[config.mk]
export PLATFORM = sky130hd
export DESIGN_NAME = rlhrm_div
export DESIGN_NICKNAME = d
export VERILOG_FILES = /design/src/rtl/rlhrm_pkg.sv /design/src/rtl/rlhrm_div.sv
export SDC_FILE = /design/constraint.sdc
export NUM_CORES = 1
export LEC_CHECK = 0
export BUFFER_PORTS_ARGS = -buffer_cell sky130_fd_sc_hd__buf_2
export CAP_MARGIN = 20
export CORE_MARGIN = 2
export CORE_UTILIZATION = 33
export DETAILED_ROUTE_END_ITERATION = 10
export PLACE_DENSITY = 0.53
export SLEW_MARGIN = 20
export SYNTH_ARGS = -nofsm -noshare
export SYNTH_HDL_FRONTEND = slang
export SYNTH_SLANG_ARGS = --single-unit
[constraint.sdc]
create_clock -name clk_i -period 4.74 [get_ports clk_i]
set_clock_uncertainty 0.05 [all_clocks]
set_input_delay 0.474 -clock clk_i [delete_from_list [all_inputs] [get_ports clk_i]]
set_output_delay 0.474 -clock clk_i [all_outputs]
set_load 0.1 [all_outputs]
[src/rtl/rlhrm_pkg.sv]
// Package for the red LED hue redness map: widths, reset values and the
// request word of the shared serial divider.
// No dependencies; used by rlhrm_div and the top-level unit.
`default_nettype none

package rlhrm_pkg;

  localparam int unsigned MaxWidth = 2048;
  localparam int unsigned ColW     = $clog2(MaxWidth);
  localparam int unsigned LwW      = 12;
  localparam int unsigned PixW     = 8;
  localparam int unsigned WordW    = 2 * PixW;

  localparam int unsigned DivNumW  = 18;
  localparam int unsigned DivDenW  = 10;
  localparam int unsigned DivQuotW = 9;
  localparam int unsigned DivCntW  = $clog2(DivQuotW + 1);

  localparam logic [LwW-1:0]     LineWidthReset  = 12'd640;
  localparam logic [PixW-1:0]    GrayNoNeighbour = 8'd128;
  localparam logic [PixW-1:0]    PixMax          = 8'd255;
  localparam logic [DivDenW-1:0] GrayThreeDiv    = 10'd6;

  typedef struct packed {
    logic               start;
    logic [DivNumW-1:0] dividend;
    logic [DivDenW-1:0] divisor;
  } div_req_t;

endpackage

`default_nettype wire

[src/rtl/rlhrm_div.sv]
// Restoring divider that produces one quotient bit per cycle.
// Depends on rlhrm_pkg for widths and the request word.
`default_nettype none

module rlhrm_div (
  input  logic                              clk_i,
  input  logic                              rst_ni,
  input  rlhrm_pkg::div_req_t               req_i,
  output logic                              done_o,
  output logic [rlhrm_pkg::DivQuotW-1:0]    quot_o
);

  logic [rlhrm_pkg::DivNumW-1:0]  rem_q;
  logic [rlhrm_pkg::DivNumW-1:0]  dsh_q;
  logic [rlhrm_pkg::DivQuotW-1:0] quot_q;
  logic [rlhrm_pkg::DivCntW-1:0]  cnt_q;
  logic                           done_q;
  logic                           fits;

  assign fits   = (rem_q >= dsh_q);
  assign done_o = done_q;
  assign quot_o = quot_q;

  always_ff @(posedge clk_i or negedge rst_ni) begin
    if (!rst_ni) begin
      cnt_q  <= '0;
      done_q <= 1'b0;
    end else begin
      done_q <= 1'b0;
      if (req_i.start) begin
        cnt_q <= rlhrm_pkg::DivCntW'(rlhrm_pkg::DivQuotW);
      end else if (cnt_q != '0) begin
        cnt_q <= cnt_q - 1'b1;
        if (cnt_q == rlhrm_pkg::DivCntW'(1)) begin
          done_q <= 1'b1;
        end
      end
    end
  end

  always_ff @(posedge clk_i) begin
    if (req_i.start) begin
      rem_q  <= req_i.dividend;
      dsh_q  <= rlhrm_pkg::DivNumW'(req_i.divisor) << (rlhrm_pkg::DivQuotW - 1);
      quot_q <= '0;
    end else if (cnt_q != '0) begin
      if (fits) begin
        rem_q <= rem_q - dsh_q;
      end
      quot_q <= {quot_q[rlhrm_pkg::DivQuotW-2:0], fits};
      dsh_q  <= dsh_q >> 1;
    end
  end

endmodule

`default_nettype wire

==> impl_metrics.ini, run 1 <==
[floorplan]
die_w_um = 98.7
ios = 41
die_area_mm2 = 0.00974
die_height_um = 98.7
start_util_pct = 33.9
rows = 34
coreArea_mm2 = 0.00872

[timing]
max_slew_margin_pct = 53.2
final_max_slew_viol_count = 0
hold_violations = 0
worst_pin_slew_ns = 0.701
finalCriticalPeriod_ns = 3.18
fin_crit_sh_pct = 67.0
setup_viol_count_final = 0
setup_slack_ns = 1.56
max_freq_ghz = 0.315
setup_tns_ns = 0
rsz0062_at_grt = no

[yosys]
seq_area_frac_synth_pct = 44.1
synth_compound_area_share_pct = 19.0
avgSynthCellArea_um2 = 8.94
synth_cell_types = 46
synthSimpleGateAreaFrac_pct = 17.5
synthCells = 331
yosys-top-cells-count = 72 x nand2_1, 28 x edfxtp_1, 25 x a21oi_1
synth_edf_count = 28
synth_mux_area_share_pct = 0.380
yosys_warnings = 0
synth_most_common_cell = nand2_1
yosys.area_share.xor_xnor_pct = 4.44
synth.cell_area_mm2 = 0.00296
synth_top_area_share_pct = 28.4
synth_top_area_cell = edfxtp_1
synth_ff_type = edfxtp_1
synth_fa_ha_area_share_pct = 9.55
ys_ff_latch = 50
synthArstFlopShare_pct = 10.0
syn_nets = 384
synth_top_family_by_area = compound AO/OA/AOI/OAI gates
synth_area_leaders = edfxtp_1 28%, dfxtp_1 11%, nand2_1 9.1%, ha_1 8.9%, a21oi_1 4.2%

[clock_tree]
numCtsBuffers = 5
cts_sinks = 50
cts_root_buffer = clkbuf_8
cts_buffer_depth = 2
postCtsSetupBuffers = 0
clkLatencyLatePin_ns = 0.31
cts_htree_levels = 2
cts_tree = yes
clkTransAtPathRegs_ns = 0.10

[routing]
drtIter0Drc = 124
wire_per_inst_um = 14.0
num_vias = 2413
ant_nets = 0
first_pass_iters = 4
routed_wl_um = 6640
viasPerCell = 5.07
drc_errors = 0

[cells_and_area]
nets = 420
fin_area_mm2 = 0.00340
finalNonFillerCells = 476
areaGrowthSynthToFinish_pct = 14.8
final_layout_size_suffix_gt1_share_pct = 15.8
fillers = 911
multi_input_area_mm2 = 0.00151
register_area_mm2 = 0.00131
num_antenna_cells = 0

[worst_setup_path]
end_kind = flip-flop
slowest_stage = o21ai_1
arrival_ns = 3.14
cp-start-kind = flip-flop
r2r_slack_ns = 1.56
reg2reg_from = rem_q[0]
reg2reg_depth = 10
slowest_delay_ns = 0.54
crit_path_start = rem_q[0]
crit_path_cell_trace = inv_1, ha_1, fa_1, nand2b_1, a211oi_1, o211ai_1, nand2_1, a221oi_1, o21ai_1, buf_4
required_ns = 4.70
crit_end = rem_q[0]
timing.rr.end = rem_q[0]
worstSetupPathType = reg2reg
cp_max_fo = 12

[place]
port_buffers = 40
dpl-instance-area_mm2 = 0.00326
dp_hpwl_um = 4690
gp_congestion = 0.832
post-place-cells = 467
place_ws_ns = 1.60

[global_routing]
grt-ovfl-total = 0
grt_usage_pct = 14.2
grt_max_degree = 75
antenna_found_initial = 0
grt_pass1_vias = 2361
grt_first_pass_wirelength_um = 11400

[pwr]
powerDensity_mw_per_mm2 = 595
power_leakage_nw = 1.45
peakVddDrop_mv = 0.197

[run]
cap_viol_max_count = 0

[status]
status = finished, final reports clean

[worst_hold_path]
hp-class = in2reg
sequential cells by signal (all words and copies together) (netlist names):
name    cells
rem_q      18
cnt_q       4
dsh_q      18
done_o      1
quot_o      9
logic make-up (layout without fill, tap and decap cells):
logic type / count (synthesis) / count (layout)
AND/OR/NAND/NOR: 118 / 118
AO/OA/AOI/OAI: 86 / 86
flip-flops: 50 / 50
buffers and inverters: 39 / 76
adder cells (fa/ha/maj): 22 / 22
XOR/XNOR: 15 / 15
multiplexers: 1 / 1
cell type report:
type / instances / share of cell area, %
timing repair buffer: 44 / 6.85
sequential: 50 / 38.4
multi-input combinational: 242 / 44.3
tap: 108 / 3.98
inverter: 24 / 2.65
clock buffer: 7 / 3.50
clock inverter: 1 / 0.258
how the worst min path moves through the flow:
stage,startpoint,end,cells after the start
2_1_floorplan,rst_ni,cnt_q[0],0
3_3_place_gp,rst_ni,done_o,1
3_5_place_dp,rst_ni,done_o,1
4_1_cts,req_i[5],dsh_q[13],3
5_1_grt,req_i[3],dsh_q[11],3
6_report,req_i[5],dsh_q[13],3
per-layer routing:
metal | global-route usage (%) | wire length (µm)
met1 | 20.3 | 3310
met5 | 0 | 0
met3 | 2.48 | 219
met2 | 22.7 | 3050
met4 | 3.16 | 57
cells in the final DEF (no fill, tap or decap), types with 2 or more instances in the layout:
cell       count
a21oi_1       25
buf_4          3
buf_2         40
and3_1         2
nand4_1        3
and3_2         2
nand2_1       72
o21a_1         3
dfrtp_1        5
xor2_1         7
o21ai_1        2
and4_1         2
a211oi_1       5
nor2_1        16
inv_1         24
o31ai_1       12
clkbuf_8       5
a21o_1         7
dfxtp_1       17
nor2b_1        3
o21ai_0       17
xnor2_1        8
clkbuf_16      2
a31oi_1        2
and2_1         2
nor3_1         6
edfxtp_1      28
ha_1          21
or4_1          2
nand3_1        4
o21bai_1       2
o211a_1        2
report_power, final:
group | total [mW] | switching (mW) | internal (mW) | leakage (nW)
clock network | 0.326 | 0.156 | 0.169 | 0.0647
registers | 0.651 | 0.0448 | 0.606 | 0.496
logic | 1.05 | 0.636 | 0.410 | 0.892
total | 2.02 | 0.837 | 1.19 | 1.45
per-stage QoR:
step | hold WS (ns) | power, mW | util [%]
final | 0.389 | 2.02 | 39.0
after global routing | 0.389 | 2.18 | 39.0
after floorplan | 0.128 | 1.47 | -
after detailed placement | 0.246 | 1.70 | 37.4
after global placement | 0.247 | 1.69 | 37.4
after CTS | 0.383 | 2.03 | 39.0
timing repair:
item,CTS,global route
hold endpoints to repair,5,0
resized for setup,0,0
hold buffers,1,0
critical path, delay by kind of cell (launching register included):
| kind | cells | cell delay [ns] |
|---|---|---|
| flip-flops | 1 | 0.33 |
| buffers and inverters | 2 | 0.37 |
| AND/OR/NAND/NOR | 2 | 0.32 |
| adder cells (fa/ha/maj) | 2 | 0.62 |
| AO/OA/AOI/OAI | 4 | 1.20 |
Power figures use the tool's default switching activity.
==> run 2: changes to the inputs <==
PLACE_DENSITY = 0.55   (was 0.53)
clock period = 2.8 ns   (was 4.74 ns; I/O delays follow)
==> impl_metrics.ini, run 2 (synthesis gave the netlist of run 1 again) <==
[pwr]
peakVddDrop_mv = 0.444
power.share.sequential_pct = 32.5
p_int_mw = 1.93
power_leakage_nw = 1.45
powerDensity_mw_per_mm2 = 997
comb_power_share_pct = 53.7
swShare_pct = 43.1
pwr-share-clk_pct = 13.8
p_sw_mw = 1.46

[floorplan]
rows = 34
start_util_pct = 33.9
die_w_um = 98.7
ios = 41
die_area_mm2 = 0.00974
die_height_um = 98.7
coreArea_mm2 = 0.00872

[cells_and_area]
mostFrequentLayoutCells = 72 x nand2_1, 40 x buf_2, 28 x edfxtp_1
fillers = 893
register_area_mm2 = 0.00131
areaGrowthSynthToFinish_pct = 14.8
layout_commonest_cell = nand2_1
final_layout_size_suffix_gt1_share_pct = 17.0
num_antenna_cells = 0
nets = 423
multi_input_area_mm2 = 0.00152

[place]
port_buffers = 40
gp_congestion = 0.847
dp_hpwl_um = 5100

[status]
status = finished, final reports clean

[global_routing]
grt-ovfl-total = 0
grt_max_degree = 43
antenna_found_initial = 0
grt_first_pass_wirelength_um = 11800
grt_usage_pct = 14.9
grt_pass1_vias = 2468

[timing]
hold_violations = 0
final_max_slew_viol_count = 0
holdWs_ns = 0.193
max_slew_margin_pct = 54.2
setup_tns_ns = 0
setup_viol_count_final = 0
finalCriticalPeriod_ns = 2.67
fin_crit_sh_pct = 95.3
worst_pin_slew_ns = 0.683
max_freq_ghz = 0.375
rsz0062_at_grt = no

[clock_tree]
cts_tree = yes
cts_htree_levels = 2
clkLatencyLatePin_ns = 0.31
cts_sinks = 50
numCtsBuffers = 5
cts_root_buffer = clkbuf_8
cts_buffer_depth = 2
clkTransAtPathRegs_ns = 0.10

[run]
cap_viol_max_count = 0

[routing]
ant_nets = 0
wire_per_inst_um = 14.5
routed_wl_um = 6960
drtIter0Drc = 85
viasPerCell = 5.12
num_vias = 2451
first_pass_iters = 4
drc_errors = 0

[worst_setup_path]
worstSetupPathType = reg2reg
end_kind = flip-flop
required_ns = 2.82
cp-start-kind = flip-flop
cp_max_fo = 10
arrival_ns = 2.69

[worst_hold_path]
hp-class = in2reg
## run 2: timing repair
action	CTS	global route
setup buffers	0	0
gates resized for setup	0	1
endpoints found under the hold margin	5	0
setup endpoints to repair	0	18
hold buffers	1	0
## run 2: per-layer routing
| layer | track usage [%] | vias to the layer above | wire length, µm |
|---|---|---|---|
| met5 | 0 | - | 0 |
| li1 | - | 1244 | - |
| met1 | 19.8 | 1159 | 3320 |
| met4 | 3.37 | 0 | 57 |
| met2 | 25.3 | 44 | 3350 |
| met3 | 2.55 | 4 | 229 |
## run 2: worst paths after layout
| kind | startpoint | end | slack [ns] | cells after the start |
|---|---|---|---|---|
| min in group asynchronous | rst_ni | done_o | 0.24 | 2 |
| min | req_i[2] | dsh_q[10] | 0.19 | 3 |
| max in group asynchronous | rst_ni | cnt_q[0] | 2.33 | 2 |
| max | rem_q[11] | rem_q[8] | 0.13 | 7 |
| max reg2reg | rem_q[11] | rem_q[8] | 0.13 | 7 |
| min reg2reg | quot_o[8] | quot_o[8] | 0.41 | 2 |
## run 2: layout make-up
class	instances	share of cell area, %
timing repair buffer	47	7.51
clock buffer	5	2.02
sequential	50	38.4
inverter	24	2.65
clock inverter	3	0.847
multi-input combinational	242	44.6
tap	108	3.97
## run 2: power groups by stage
stage	Sequential, mW	Clock [mW]	Combinational [mW]
floorplan	1.20	0	1.30
global placement	1.11	0	1.77
detailed placement	1.12	0	1.79
CTS	1.10	0.487	1.81
global route	1.12	0.516	2.03
finish	1.10	0.468	1.82
## run 2: critical path, cell delays in order (launching register included)
cell	delay [ns]
edfxtp_1	0.39
ha_1	0.40
a21o_1	0.27
o41ai_1	0.38
nand2_1	0.16
a221oi_1	0.47
o21ai_2	0.10
buf_4	0.21
## run 2: per-stage QoR
| step | instances | setup slack (ns) | utilization (%) | instance area [µm²] | total power [mW] |
|---|---|---|---|---|---|
| 2_1_floorplan | 331 | 0.0756 | - | 2960 | 2.49 |
| 3_5_place_dp | 470 | 0.146 | 37.7 | 3290 | 2.91 |
| 4_1_cts | 479 | 0.100 | 38.9 | 3390 | 3.40 |
| 5_1_grt | 479 | 0.0442 | 39.0 | 3400 | 3.66 |
| 3_3_place_gp | 470 | 0.221 | 37.7 | 3290 | 2.88 |
| 6_report | 479 | 0.131 | 39.0 | 3400 | 3.39 |
